--- src/hw/rtl/vkne_pkg.sv ---
// Shared types and constants for the velocity keybed note event unit.
// No dependencies; imported by vkne_velocity and velocity_keybed_note_events_unit.
package vkne_pkg;

   // Key matrix and time base
   localparam int KEY_COUNT = 64;
   localparam int KEY_BITS  = (KEY_COUNT > 1) ? $clog2(KEY_COUNT) : 1;
   localparam int TIME_BITS = 32;

   // Field widths
   localparam int ROW_W    = 4;
   localparam int POS_W    = 2;
   localparam int IDX_W    = ROW_W + POS_W;
   localparam int NOW_W    = 32;
   localparam int STATUS_W = 8;
   localparam int NOTE_W   = 7;
   localparam int VEL_W    = 7;
   localparam int SHIFT_W  = 5;
   localparam int OFFSET_W = 8;
   localparam int REQ_W    = 40;
   localparam int RSP_W    = 24;
   localparam int CSR_A_W  = 3;
   localparam int CSR_D_W  = 8;

   // Saturated shifted time difference, signed, holds -QSAT..QSAT
   localparam int Q_W  = 10;
   localparam int QSAT = 256;

   // Event status bytes
   localparam logic [STATUS_W-1:0] STATUS_NOTE_OFF = 8'h80;
   localparam logic [STATUS_W-1:0] STATUS_NOTE_ON  = 8'h90;

   // Register reset values
   localparam logic [NOTE_W-1:0]   KEY_BASE_RST   = 7'd29;
   localparam logic [SHIFT_W-1:0]  TIME_SHIFT_RST = 5'd11;
   localparam logic [OFFSET_W-1:0] VEL_OFFSET_RST = 8'd132;
   localparam logic [VEL_W-1:0]    VEL_FLOOR_RST  = 7'd32;
   localparam logic [VEL_W-1:0]    VEL_CEIL_RST   = 7'd127;

   typedef enum logic [CSR_A_W-1:0] {
      CSR_KEY_BASE    = 3'd0,
      CSR_TIME_SHIFT  = 3'd1,
      CSR_VEL_OFFSET  = 3'd2,
      CSR_VEL_FLOOR   = 3'd3,
      CSR_VEL_CEILING = 3'd4
   } csr_index_type;

   typedef logic [TIME_BITS-1:0] stamp_type;

   typedef struct packed {
      logic [NOTE_W-1:0]   key_base;
      logic [SHIFT_W-1:0]  time_shift;
      logic [OFFSET_W-1:0] vel_offset;
      logic [VEL_W-1:0]    vel_floor;
      logic [VEL_W-1:0]    vel_ceiling;
   } cfg_type;

endpackage

--- src/hw/rtl/vkne_velocity.sv ---
// Strike velocity: offset minus twice the scaled contact time, clamped.
// Depends on vkne_pkg.
module vkne_velocity (
   input  vkne_pkg::cfg_type              cfg,
   input  logic signed [vkne_pkg::Q_W-1:0] q_sat,
   input  logic                           use_floor,
   output logic [vkne_pkg::VEL_W-1:0]     velocity
);
   import vkne_pkg::*;

   localparam int V_W = Q_W + 2;

   logic signed [V_W-1:0] v_raw;
   logic signed [V_W-1:0] ceil_s;
   logic signed [V_W-1:0] floor_s;
   logic signed [V_W-1:0] v_hi;

   always_comb begin
      v_raw   = $signed({{(V_W-OFFSET_W){1'b0}}, cfg.vel_offset})
              - ($signed({{(V_W-Q_W){q_sat[Q_W-1]}}, q_sat}) <<< 1);
      ceil_s  = $signed({{(V_W-VEL_W){1'b0}}, cfg.vel_ceiling});
      floor_s = $signed({{(V_W-VEL_W){1'b0}}, cfg.vel_floor});
      // ceiling first, floor last so the floor wins when they cross
      v_hi = (v_raw > ceil_s) ? ceil_s : v_raw;
      if (use_floor || (v_hi < floor_s)) begin
         velocity = cfg.vel_floor;
      end else begin
         velocity = v_hi[VEL_W-1:0];
      end
   end

endmodule

--- src/hw/rtl/velocity_keybed_note_events_unit.sv ---
// Top level of the velocity keybed note event unit: key state, stamp RAMs, pipeline.
// Depends on vkne_pkg and vkne_velocity.
//
//  channel | dir | handshake        | payload (low bit first)
//  --------+-----+------------------+------------------------------------------------
//  req     | in  | tvalid/tready    | scan_row, row_position, first_closed,
//          |     |                  | second_closed, now_us
//  rsp     | out | tvalid/tready    | status_byte, note_number, velocity
//  csr     | in  | we (no wait)     | addr = register index, wdata = value
//
// One scan transaction per clock sustained unless rsp stalls; a note event leaves
// through the key update, velocity and output register stages after its scan is taken.
// The rate is set by the per-key read-modify-write: flags live in flops, stamps in
// two RAMs read at accept, with one forwarding register covering back-to-back hits.
// Reset clears config to defaults and all per-key flags; stamp RAMs are not cleared.
// A stalled rsp blocks req only once the output register, the velocity stage and the
// key stage are all full.
module velocity_keybed_note_events_unit (
   input  logic                        clock,
   input  logic                        reset,
   // scan_row[3:0], row_position[5:4], first_closed[6], second_closed[7], now_us[39:8]
   input  logic [vkne_pkg::REQ_W-1:0]  req_tdata,
   input  logic                        req_tvalid,
   output logic                        req_tready,
   // status_byte[7:0], note_number[14:8], velocity[21:15], zero fill [23:22]
   output logic [vkne_pkg::RSP_W-1:0]  rsp_tdata,
   output logic                        rsp_tvalid,
   input  logic                        rsp_tready,
   input  logic                        csr_we,
   input  logic [vkne_pkg::CSR_A_W-1:0] csr_addr,
   input  logic [vkne_pkg::CSR_D_W-1:0] csr_wdata
);
   import vkne_pkg::*;

   // ---------------------------------------------------------------------------
   // Configuration registers
   // ---------------------------------------------------------------------------
   cfg_type cfg_ff;

   always_ff @(posedge clock) begin
      if (reset) begin
         cfg_ff.key_base    <= KEY_BASE_RST;
         cfg_ff.time_shift  <= TIME_SHIFT_RST;
         cfg_ff.vel_offset  <= VEL_OFFSET_RST;
         cfg_ff.vel_floor   <= VEL_FLOOR_RST;
         cfg_ff.vel_ceiling <= VEL_CEIL_RST;
      end else if (csr_we) begin
         unique case (csr_index_type'(csr_addr))
            CSR_KEY_BASE:    cfg_ff.key_base    <= csr_wdata[NOTE_W-1:0];
            CSR_TIME_SHIFT:  cfg_ff.time_shift  <= csr_wdata[SHIFT_W-1:0];
            CSR_VEL_OFFSET:  cfg_ff.vel_offset  <= csr_wdata[OFFSET_W-1:0];
            CSR_VEL_FLOOR:   cfg_ff.vel_floor   <= csr_wdata[VEL_W-1:0];
            CSR_VEL_CEILING: cfg_ff.vel_ceiling <= csr_wdata[VEL_W-1:0];
            default: ;   // indexes past the list are dropped
         endcase
      end
   end

   // ---------------------------------------------------------------------------
   // Input unpack and stage enables
   // ---------------------------------------------------------------------------
   logic [IDX_W-1:0]    req_idx;
   logic [KEY_BITS-1:0] req_key;
   logic                req_key_ok;
   logic                req_c1;
   logic                req_c2;
   stamp_type           req_now;
   logic                req_acc;

   logic en_out;
   logic en2;
   logic en1;

   logic rsp_valid_ff;
   logic s2_valid_ff;
   logic s1_valid_ff;

   assign req_idx    = {req_tdata[ROW_W-1:0], req_tdata[IDX_W-1:ROW_W]};
   assign req_key    = KEY_BITS'(req_idx);
   assign req_key_ok = ({2'b00, req_idx} < 8'(KEY_COUNT));
   assign req_c1     = req_tdata[IDX_W];
   assign req_c2     = req_tdata[IDX_W+1];
   assign req_now    = TIME_BITS'(req_tdata[IDX_W+2 +: NOW_W]);

   assign en_out     = !rsp_valid_ff || rsp_tready;
   assign en2        = !s2_valid_ff || en_out;
   assign en1        = !s1_valid_ff || en2;
   assign req_tready = en1;
   assign req_acc    = req_tvalid && en1;

   // ---------------------------------------------------------------------------
   // Stage 1: key state read-modify-write
   // ---------------------------------------------------------------------------
   logic [IDX_W-1:0]    s1_idx_ff;
   logic [KEY_BITS-1:0] s1_key;
   logic                s1_c1_ff;
   logic                s1_c2_ff;
   stamp_type           s1_now_ff;
   logic                s1_adv;

   logic [KEY_COUNT-1:0] first_vld_ff;
   logic [KEY_COUNT-1:0] second_vld_ff;
   logic [KEY_COUNT-1:0] down_ff;

   stamp_type first_mem  [KEY_COUNT];
   stamp_type second_mem [KEY_COUNT];
   stamp_type first_rd_ff;
   stamp_type second_rd_ff;

   // forwarding of a stamp written by the transaction just ahead on the same key
   logic      byp_first_ff;
   logic      byp_second_ff;
   stamp_type byp_now_ff;

   logic      fv_old;
   logic      sv_old;
   logic      down_old;
   logic      wr_first;
   logic      wr_second;
   stamp_type first_new;
   stamp_type second_new;
   stamp_type diff;
   stamp_type diff_sh;
   logic signed [Q_W-1:0] q_sat;
   logic      ev_on;
   logic      ev_off;
   logic [NOTE_W-1:0] s1_note;

   localparam stamp_type QSAT_POS = TIME_BITS'(QSAT);
   localparam stamp_type QSAT_NEG = TIME_BITS'(-QSAT);

   assign s1_key = KEY_BITS'(s1_idx_ff);
   assign s1_adv = s1_valid_ff && en2;

   always_ff @(posedge clock) begin
      if (reset) begin
         s1_valid_ff <= 1'b0;
      end else if (en1) begin
         s1_valid_ff <= req_tvalid && req_key_ok;
      end
   end

   always_ff @(posedge clock) begin
      if (req_acc) begin
         s1_idx_ff     <= req_idx;
         s1_c1_ff      <= req_c1;
         s1_c2_ff      <= req_c2;
         s1_now_ff     <= req_now;
         first_rd_ff   <= first_mem[req_key];
         second_rd_ff  <= second_mem[req_key];
         byp_now_ff    <= s1_now_ff;
         byp_first_ff  <= s1_adv && wr_first && (s1_key == req_key);
         byp_second_ff <= s1_adv && wr_second && (s1_key == req_key);
      end
   end

   always_ff @(posedge clock) begin
      if (s1_adv && wr_first) begin
         first_mem[s1_key] <= s1_now_ff;
      end
      if (s1_adv && wr_second) begin
         second_mem[s1_key] <= s1_now_ff;
      end
   end

   always_ff @(posedge clock) begin
      if (reset) begin
         first_vld_ff  <= '0;
         second_vld_ff <= '0;
         down_ff       <= '0;
      end else if (s1_adv) begin
         first_vld_ff[s1_key]  <= s1_c1_ff;
         second_vld_ff[s1_key] <= s1_c2_ff;
         if (ev_on) begin
            down_ff[s1_key] <= 1'b1;
         end else if (ev_off) begin
            down_ff[s1_key] <= 1'b0;
         end
      end
   end

   always_comb begin
      fv_old    = first_vld_ff[s1_key];
      sv_old    = second_vld_ff[s1_key];
      down_old  = down_ff[s1_key];
      wr_first  = s1_c1_ff && !fv_old;
      wr_second = s1_c2_ff && !sv_old;

      if (wr_first) begin
         first_new = s1_now_ff;
      end else if (byp_first_ff) begin
         first_new = byp_now_ff;
      end else begin
         first_new = first_rd_ff;
      end
      if (wr_second) begin
         second_new = s1_now_ff;
      end else if (byp_second_ff) begin
         second_new = byp_now_ff;
      end else begin
         second_new = second_rd_ff;
      end

      // wrapped difference read as two's complement, floor-shifted, saturated
      diff    = second_new - first_new;
      diff_sh = stamp_type'($signed(diff) >>> cfg_ff.time_shift);
      priority if ($signed(diff_sh) > $signed(QSAT_POS)) begin
         q_sat = Q_W'(QSAT);
      end else if ($signed(diff_sh) < $signed(QSAT_NEG)) begin
         q_sat = -Q_W'(QSAT);
      end else begin
         q_sat = Q_W'(diff_sh);
      end

      ev_off  = !s1_c2_ff && down_old;
      ev_on   = s1_c2_ff && !down_old;
      s1_note = NOTE_W'({1'b0, s1_idx_ff} + cfg_ff.key_base);
   end

   // ---------------------------------------------------------------------------
   // Stage 2: velocity
   // ---------------------------------------------------------------------------
   logic                  s2_on_ff;
   logic [NOTE_W-1:0]     s2_note_ff;
   logic signed [Q_W-1:0] s2_q_ff;
   logic                  s2_floor_ff;
   logic [VEL_W-1:0]      s2_vel;

   always_ff @(posedge clock) begin
      if (reset) begin
         s2_valid_ff <= 1'b0;
      end else if (en2) begin
         s2_valid_ff <= s1_valid_ff && (ev_on || ev_off);
      end
   end

   always_ff @(posedge clock) begin
      if (s1_adv) begin
         s2_on_ff    <= ev_on;
         s2_note_ff  <= s1_note;
         s2_q_ff     <= q_sat;
         s2_floor_ff <= !s1_c1_ff;   // first contact open: no first stamp
      end
   end

   vkne_velocity u_velocity (
      .cfg       (cfg_ff),
      .q_sat     (s2_q_ff),
      .use_floor (s2_floor_ff),
      .velocity  (s2_vel)
   );

   // ---------------------------------------------------------------------------
   // Output register
   // ---------------------------------------------------------------------------
   logic [STATUS_W-1:0] rsp_status_ff;
   logic [NOTE_W-1:0]   rsp_note_ff;
   logic [VEL_W-1:0]    rsp_vel_ff;

   always_ff @(posedge clock) begin
      if (reset) begin
         rsp_valid_ff <= 1'b0;
      end else if (en_out) begin
         rsp_valid_ff <= s2_valid_ff;
      end
   end

   always_ff @(posedge clock) begin
      if (en_out && s2_valid_ff) begin
         rsp_status_ff <= s2_on_ff ? STATUS_NOTE_ON : STATUS_NOTE_OFF;
         rsp_note_ff   <= s2_note_ff;
         rsp_vel_ff    <= s2_on_ff ? s2_vel : '0;
      end
   end

   assign rsp_tvalid = rsp_valid_ff;
   assign rsp_tdata  = {{(RSP_W-STATUS_W-NOTE_W-VEL_W){1'b0}},
                        rsp_vel_ff, rsp_note_ff, rsp_status_ff};

   // ---------------------------------------------------------------------------
   // Assertions
   // ---------------------------------------------------------------------------
   a_stall_only_when_full: assert property (@(posedge clock) disable iff (reset)
      !req_tready |-> s1_valid_ff)
      else $error("input stalled with key stage empty");

   a_on_sets_down: assert property (@(posedge clock) disable iff (reset)
      (s1_adv && ev_on) |=> down_ff[$past(s1_key)])
      else $error("note-on did not mark key down");

   a_off_clears_down: assert property (@(posedge clock) disable iff (reset)
      (s1_adv && ev_off) |=> !down_ff[$past(s1_key)])
      else $error("note-off did not clear key down");

   a_off_zero_vel: assert property (@(posedge clock) disable iff (reset)
      (rsp_valid_ff && (rsp_status_ff == STATUS_NOTE_OFF)) |-> (rsp_vel_ff == '0))
      else $error("note-off with nonzero velocity");

   a_status_code: assert property (@(posedge clock) disable iff (reset)
      rsp_valid_ff |-> ((rsp_status_ff == STATUS_NOTE_ON) ||
                        (rsp_status_ff == STATUS_NOTE_OFF)))
      else $error("bad status byte on result");

endmodule
--- config.mk ---
export PLATFORM = sky130hd
export DESIGN_NAME = velocity_keybed_note_events_unit
export DESIGN_NICKNAME = d
export VERILOG_FILES = /design/src/hw/rtl/vkne_pkg.sv /design/src/hw/rtl/vkne_velocity.sv /design/src/hw/rtl/velocity_keybed_note_events_unit.sv
export SDC_FILE = /design/constraint.sdc
export NUM_CORES = 2
export LEC_CHECK = 0
export BUFFER_PORTS_ARGS = -buffer_cell sky130_fd_sc_hd__buf_2
export CORE_ASPECT_RATIO = 1.4
export CORE_MARGIN = 2
export CORE_UTILIZATION = 50
export DETAILED_ROUTE_END_ITERATION = 10
export PLACE_DENSITY = 0.66
export SETUP_SLACK_MARGIN = 0.15
export SKIP_LAST_GASP = 1
export SYNTH_ARGS = -nofsm -noshare
export SYNTH_HDL_FRONTEND = slang
export SYNTH_SLANG_ARGS = --single-unit
--- constraint.sdc ---
create_clock -name clock -period 10.6 [get_ports clock]
set_input_delay 1.59 -clock clock [delete_from_list [all_inputs] [get_ports clock]]
set_output_delay 1.59 -clock clock [all_outputs]
set_load 0.02 [all_outputs]
== Word level (Yosys, flattened, before mapping) ==
Memory sizes are Yosys's and may differ from the RTL's. A register that Yosys moved wholly into a read port is not among the register bits.
Cells that the tools add are included.
Widths: inputs -> output; s select.

* Output and inout port bits: 26
* Word-level logic and storage cells: 105
* Register bits after elaboration: 344
* Memory bits (writable): 4096
* Memories kept: 2

{| class="wikitable"
|+ Memories
! memory !! depth !! bits a word !! read ports !! clocked after memory_dff !! wr ports !! line !! source
|-
| first_mem || 64 || 32 || 1 || 1 || 1 || velocity_keybed_note_events_unit.sv:105 || <nowiki>stamp_type first_mem [KEY_COUNT];</nowiki>
|-
| second_mem || 64 || 32 || 1 || 1 || 1 || velocity_keybed_note_events_unit.sv:106 || <nowiki>stamp_type second_mem [KEY_COUNT];</nowiki>
|}

* Magnitude comparators: 6
* Eq/ne operators: 5
* Reductions and logical operators: 35
* Shift operators: 1
* Bitwise logic cells: 3
* Muxes and demuxes: 24
* Add/subtract/negate cells: 3

{| class="wikitable"
|+ Operator list
! operator !! count
|-
| $bwmux 64 || 2
|-
| $mux 32 || 4
|-
| $mux 64 || 2
|-
| $and 64x64->64 || 1
|-
| $not 64->64 || 1
|-
| $or 64x64->64 || 1
|-
| $gt 32x10->1 const B || 1
|-
| $lt 32x9->1 const B || 1
|-
| $sshr 32x5->32 || 1
|-
| $sub 32x32->32 || 1
|-
| $bmux 1 s6 || 3
|-
| $logic_and 1x1->1 || 13
|-
| $gt 12x8->1 || 1
|-
| $lt 12x8->1 || 1
|-
| $mux 12 || 1
|-
| $reduce_and 2->1 || 6
|-
| $sub 9x11->12 || 1
|-
| $mux 10 || 1
|-
| $logic_not 1->1 || 8
|-
| $mux 1 || 8
|-
| $add 6x7->7 || 1
|-
| $lt 6x7->1 const B || 1
|-
| $mux 7 || 1
|-
| $demux 1 s6 || 1
|-
| other kinds (10) || 15
|}

== Depth between registers and ports, before layout ==
* Depth after elaboration: 9
* Mapped depth: 31
* Mapped depth without buffers: 24

== Cells and area by module ==
A second synthesis with hierarchy kept.

* Cell total of the unflattened synthesis: 8705
* Area, all modules: 178912.8 µm²

{| class="wikitable"
|+ By module, submodules not included
! module !! cells each !! instances !! area an instance (µm²) !! sequential area each (µm²)
|-
| velocity_keybed_note_events_unit || 8575 || 1 || 177856.8 || 132747.3
|-
| vkne_velocity || 130 || 1 || 1056.0 || 0.0
|}

== Least setup slack after synthesis ==
OpenSTA, ideal clock, no wires.

* Kind: input port to flip-flop
* Start point: input port rsp_tready
* End point: register byp_first_ff, enable pin
* Stages: 2
* Path slack: 1323 ps
* Path buffers: 0
* Required time: 9882 ps
* Library setup time: 718 ps
* Arrival: 8559 ps
* Cells stage by stage: nor2b_1 a31oi_1

* Cells in the longest elaborated chain, start to end: 4

{| class="wikitable"
|+ RTL lines
! item !! line !! source
|-
| start: declaration || velocity_keybed_note_events_unit.sv:28 || <nowiki>input logic rsp_tready,</nowiki>
|-
| $logic_or 1x1->1 || velocity_keybed_note_events_unit.sv:85 || <nowiki>assign en_out = !rsp_valid_ff || rsp_tready;</nowiki>
|-
| $logic_or 1x1->1 || velocity_keybed_note_events_unit.sv:86 || <nowiki>assign en2 = !s2_valid_ff || en_out;</nowiki>
|-
| $logic_or 1x1->1 || velocity_keybed_note_events_unit.sv:87 || <nowiki>assign en1 = !s1_valid_ff || en2;</nowiki>
|-
| $logic_and 1x1->1 || velocity_keybed_note_events_unit.sv:89 || <nowiki>assign req_acc = req_tvalid && en1;</nowiki>
|-
| net req_acc || velocity_keybed_note_events_unit.sv:68 || <nowiki>logic req_acc;</nowiki>
|-
| end signal: assignment || velocity_keybed_note_events_unit.sv:152 || <nowiki>byp_first_ff <= s1_adv && wr_first && (s1_key == req_key);</nowiki>
|-
| end: declaration || velocity_keybed_note_events_unit.sv:111 || <nowiki>logic byp_first_ff;</nowiki>
|}

The timed path passes the listed nets, and every way through them passes these cells.
A chain may end at the register's enable or synchronous reset.

== Worst setup path after layout ==
* Start point: register s1_idx_ff[1]
* End point: register s2_q_ff[5] (data pin)

* Cells in the longest elaborated chain, start to end: 9
* Elaborated cells between the ends (all ways): 15
* Classes of those cells: add/sub (1); order compare (2); shift (1); mux (6); reduce/logical (5)

{| class="wikitable"
|+ RTL lines
! item !! line !! source
|-
| start: declaration || velocity_keybed_note_events_unit.sv:94 || <nowiki>logic [IDX_W-1:0] s1_idx_ff;</nowiki>
|-
| start signal: assignment || velocity_keybed_note_events_unit.sv:145 || <nowiki>s1_idx_ff <= req_idx;</nowiki>
|-
| $bmux 1 s6 (on tied branches) || velocity_keybed_note_events_unit.sv:184, velocity_keybed_note_events_unit.sv:183 ||
|-
| $mux 1 (on tied branches) || velocity_keybed_note_events_unit.sv:184, velocity_keybed_note_events_unit.sv:183 ||
|-
| $logic_not 1->1 (on tied branches) || velocity_keybed_note_events_unit.sv:187, velocity_keybed_note_events_unit.sv:186 ||
|-
| $logic_and 1x1->1 (on tied branches) || velocity_keybed_note_events_unit.sv:187, velocity_keybed_note_events_unit.sv:186 ||
|-
| $mux 32 (on tied branches) || velocity_keybed_note_events_unit.sv:196, velocity_keybed_note_events_unit.sv:189 ||
|-
| $sub 32x32->32 (*) || velocity_keybed_note_events_unit.sv:205 || <nowiki>diff = second_new - first_new;</nowiki>
|-
| $sshr 32x5->32 (*) || velocity_keybed_note_events_unit.sv:206 || <nowiki>diff_sh = stamp_type'($signed(diff) >>> cfg_ff.time_shift);</nowiki>
|-
| $gt 32x10->1 / $lt 32x9->1 (equally long branches) || velocity_keybed_note_events_unit.sv:207, velocity_keybed_note_events_unit.sv:209 ||
|-
| $reduce_or 2->1 (no line) || n/a ||
|-
| end signal: assignment || velocity_keybed_note_events_unit.sv:241 || <nowiki>s2_q_ff <= q_sat;</nowiki>
|-
| end: declaration || velocity_keybed_note_events_unit.sv:225 || <nowiki>logic signed [Q_W-1:0] s2_q_ff;</nowiki>
|}

Every way passes the cells marked *; elsewhere a longest branch is shown, timed or not. The select of a mux whose other input is x is not followed.

==> impl.org <==
** Synthesis
- For this run, the register share of the synthesized area comes to 74.6%.
- Summing every instance area after synthesis gives 178000 µm².
- In the synthesized netlist, the number of instances is ~8500.
- Netlist cell types :: around 100
- The synthesized design contains roughly 4300 enable-type register cells.
- Averaged over all synthesized cells, the footprint is approximately 21 µm².
- Top cells by area, synth :: sky130_fd_sc_hd__edfxtp_1, sky130_fd_sc_hd__mux4_2, sky130_fd_sc_hd__dfxtp_1
- Yosys printed 0 warnings.
- In this run, synthesis produced a sequential element count of roughly 4500.
- By instance count, the leading cell after synthesis is sky130_fd_sc_hd__edfxtp_1.
- Async set-reset flop share out of synthesis :: 0%
- The commonest cells after synthesis are sky130_fd_sc_hd__edfxtp_1, sky130_fd_sc_hd__mux4_2, sky130_fd_sc_hd__nand2_1, sky130_fd_sc_hd__clkbuf_1, sky130_fd_sc_hd__nor2_1.
- Yosys top cell by area :: sky130_fd_sc_hd__edfxtp_1
- Top-area cell type share of the netlist area :: 72.0%
- In the synthesized netlist the dominant register cell turns out to be sky130_fd_sc_hd__edfxtp_1.

** Drt
- Once detail routing completed, the nets flagged for antenna violations numbered 0.
- Wire per inst :: approximately 36 µm
- For this run, design rule violations remaining after detail routing come to 0.
- Wires add up to roughly 490 mm.
- In the routed layout, each cell is associated on average with a via count of about 6.5.
- Total iterations of the first detailed-routing run :: 6
- Vias after detailed routing :: about 90000
- First-iteration detailed-routing DRC count :: about 13000

** Place
- Cell area after placement :: around 190000 µm²
- Post-placement worst setup slack :: between 1500 and 2000 ps
- RePlAce Congestion :: 0.941
- Once placement completed, the tool counted placed cells totaling 13080.
- Input and output buffers added on the ports amount to ~70.
- Summed over all nets, the half-perimeter wirelength after detailed placement is between 200 and 300 mm.

** STA
- On the final layout, the worst hold slack is roughly 420 ps.
- Setup repair after global routing left no endpoint under its margin.
- For this run, the top clock speed supported by timing is roughly 0.11 GHz.
- Slew at the pin closest to its max-slew limit :: 1210 ps
- Setup violations remaining at the end of the flow were counted as 0.
- Adding up every negative setup slack in the final design gives 0 ps.
- The total count of hold-check failures in the final report was 0.
- Fin crit period :: 9140 ps
- Max Slew Vio Count :: 0
- After layout, the worst path uses a little under nine tenths of the clock period.
- Worst Setup Slack, final :: 1460 ps
- Clock Skew :: approximately 110 ps
- Measured against its own limit, the worst slew margin works out to approximately 19%.

** Clock tree
- Buffers from clock root to sink, at most :: 4
- PostCTS Resize Cnt :: 0
- The later pin in the worst-skew pair is clocked with a latency of roughly 990 ps.
- Cell at the root of the clock tree :: sky130_fd_sc_hd__clkbuf_16
- Clock-pin slew was measured on the worst setup and hold paths at 60 ps.
- The clock drives ~4500 sinks.
- CTS built an H-tree with a depth of 5.
- Counting the buffers created by CTS gives roughly 400.
- TritonCTS built the clock tree.
- The number of setup buffers added after CTS is 0.
- For this design, the CTS-stage hold fixing added 0 buffers.

** Critical path
- Critical Path Start Type :: flip-flop
- Required time of the worst setup path :: between 10000 and 15000 ps
- Data arrival, critical path :: 9920 ps
- The worst setup path is captured at a flip-flop.
- Startpoint-to-endpoint class of the critical path :: flip-flop to flip-flop
- Along the worst path, the maximum fanout reaches 67.

** Floorplan
- Floorplan Core Area :: ~350000 µm²
- Ports placed on the boundary :: just over 80
- Die Area :: ~360000 µm²
- Once the floorplan was initialized, standard cells occupied 50.1% of the core.
- In this run the vertical extent of the chip is 710 µm.
- The die is 508 µm wide.
- FP Rows :: between 200 and 300

** Finish
- Measured on the finished design, the core utilization comes to between 50% and 60%.
- Final standard cell area without fillers :: between 150000 and 200000 µm²
- Share of final-layout standard cells stronger than drive strength 1 :: between 20% and 30%
- After the last flow step, the layout net total stands at 8913.
- From synthesis to final layout, the design area changed by 12.0%.
- Count of placed standard cells in the final layout, fillers left out :: between 10000 and 15000

** Status
- Run status :: finished, final reports clean

** GRT
- Entering global routing, the biggest net connects 137 pins.
- Overall track demand over capacity in global routing :: ~27%
- Antenna violations before repair :: 38
- The first global-routing pass estimated about 690 mm of wire.
- Vias in the first global route :: 89902
- For this run the aggregate overflow at the end of global routing stands at 0.

** Power
- Max VDD drop :: about 140 µV
- Power comes to 37.6 mW.
- P per Cell Area :: ~190 nW/µm²
- The analysis attributes to cell leakage a power of 61.9 nW.

** Min path
- Min-delay worst type :: flip-flop to flip-flop

** Flow run
- Across the run, the number of max-cap violations was 0.
==> area by class of cell <==
| cell class | count | area (µm²) |
|---|---|---|
| Antenna cell | 20 | 50.0 |
| Multi-Input combinational cell | 3464 | 44000 |
| Tap cell | 4698 | 5880 |
| Clock buffer | 497 | 10900 |
| Sequential cell | 4497 | 133000 |
| Clock inverter | 250 | 2680 |
| Inverter | 59 | 221 |
| Fill cell | 25770 | 156000 |
| Timing Repair Buffer | 362 | 2900 |
==> sequential cells by signal, indices dropped and copies added (netlist names), 34 cells and up, named ones only <==
name,cells
first_mem,2048
second_mem,2048
first_vld_ff,64
second_vld_ff,64
cfg_ff,34
==> final timing paths <==
| kind | slack [ps] | cells past startpoint | end | start |
|---|---|---|---|---|
| max | 1460 | 24 | s2_q_ff[5] | s1_idx_ff[1] |
| min reg2reg | 420 | 0 | rsp_note_ff[1] | s2_note_ff[1] |
| min | 420 | 0 | rsp_note_ff[1] | s2_note_ff[1] |
| max reg2reg | 1460 | 24 | s2_q_ff[5] | s1_idx_ff[1] |
==> routing by layer <==
metal	part of all wire [%]	GRT usage, %
met3	8.3	3.93
met5	0.023	0
met2	50	45.1
met1	37	36.5
met4	4.4	10.8
==> cell families after synthesis <==
family          after synthesis  synth area share, %
compound gates              720                 2.50
xor+xnor                     39                0.192
fa+ha+maj                    61                0.442
buf+inv                     581                 1.27
flops                      4497                 74.6
mux                        1537                 18.2
other cells                   2              0.00422
simple gates               1098                 2.74
==> critical path, cell delays in order (launching register included) <==
cell and delay (ps):
sky130_fd_sc_hd__edfxtp_1 910, sky130_fd_sc_hd__clkinv_1 880, sky130_fd_sc_hd__a221o_1 570, sky130_fd_sc_hd__a22oi_1 190, sky130_fd_sc_hd__o22ai_1 160, sky130_fd_sc_hd__or3_4 700
sky130_fd_sc_hd__nand2_1 160, sky130_fd_sc_hd__o21ai_0 120, sky130_fd_sc_hd__ha_1 520, sky130_fd_sc_hd__nand4_1 230, sky130_fd_sc_hd__a211oi_1 780, sky130_fd_sc_hd__o21ai_0 220
sky130_fd_sc_hd__buf_4 200, sky130_fd_sc_hd__nand4_1 150, sky130_fd_sc_hd__a2111oi_0 170, sky130_fd_sc_hd__nor4_1 470, sky130_fd_sc_hd__buf_4 220, sky130_fd_sc_hd__nor3_1 40
sky130_fd_sc_hd__a311oi_1 440, sky130_fd_sc_hd__o21ai_0 420, sky130_fd_sc_hd__nand4b_1 280, sky130_fd_sc_hd__nor4b_1 400, sky130_fd_sc_hd__nor4b_4 340, sky130_fd_sc_hd__a22oi_4 160
sky130_fd_sc_hd__a21oi_1 180
==> layout by cell type (no fill, tap or decap), types with 24 or more instances in the layout <==
cell	count
sky130_fd_sc_hd__edfxtp_1	4268
sky130_fd_sc_hd__nor2_1	191
sky130_fd_sc_hd__inv_1	56
sky130_fd_sc_hd__buf_4	267
sky130_fd_sc_hd__a22oi_1	24
sky130_fd_sc_hd__nor2_4	129
sky130_fd_sc_hd__dfxtp_1	229
sky130_fd_sc_hd__mux4_2	1361
sky130_fd_sc_hd__clkinv_1	75
sky130_fd_sc_hd__clkbuf_1	73
sky130_fd_sc_hd__buf_12	25
sky130_fd_sc_hd__nand2_1	442
sky130_fd_sc_hd__o21ai_0	156
sky130_fd_sc_hd__a21oi_1	317
sky130_fd_sc_hd__clkinv_2	82
sky130_fd_sc_hd__mux2_2	32
sky130_fd_sc_hd__bufinv_16	51
sky130_fd_sc_hd__clkbuf_16	421
sky130_fd_sc_hd__mux2i_1	140
sky130_fd_sc_hd__nand3_1	161
sky130_fd_sc_hd__ha_1	57
sky130_fd_sc_hd__buf_2	65
==> where the power goes <==
group	leakage (nW)	internal (mW)	total, mW	switching (mW)
combinational	15.0	1.02	2.91	1.89
sequential	40.3	19.5	19.6	0.0692
clock	6.61	8.55	15.1	6.55
(Power assumes the default switching activity.)
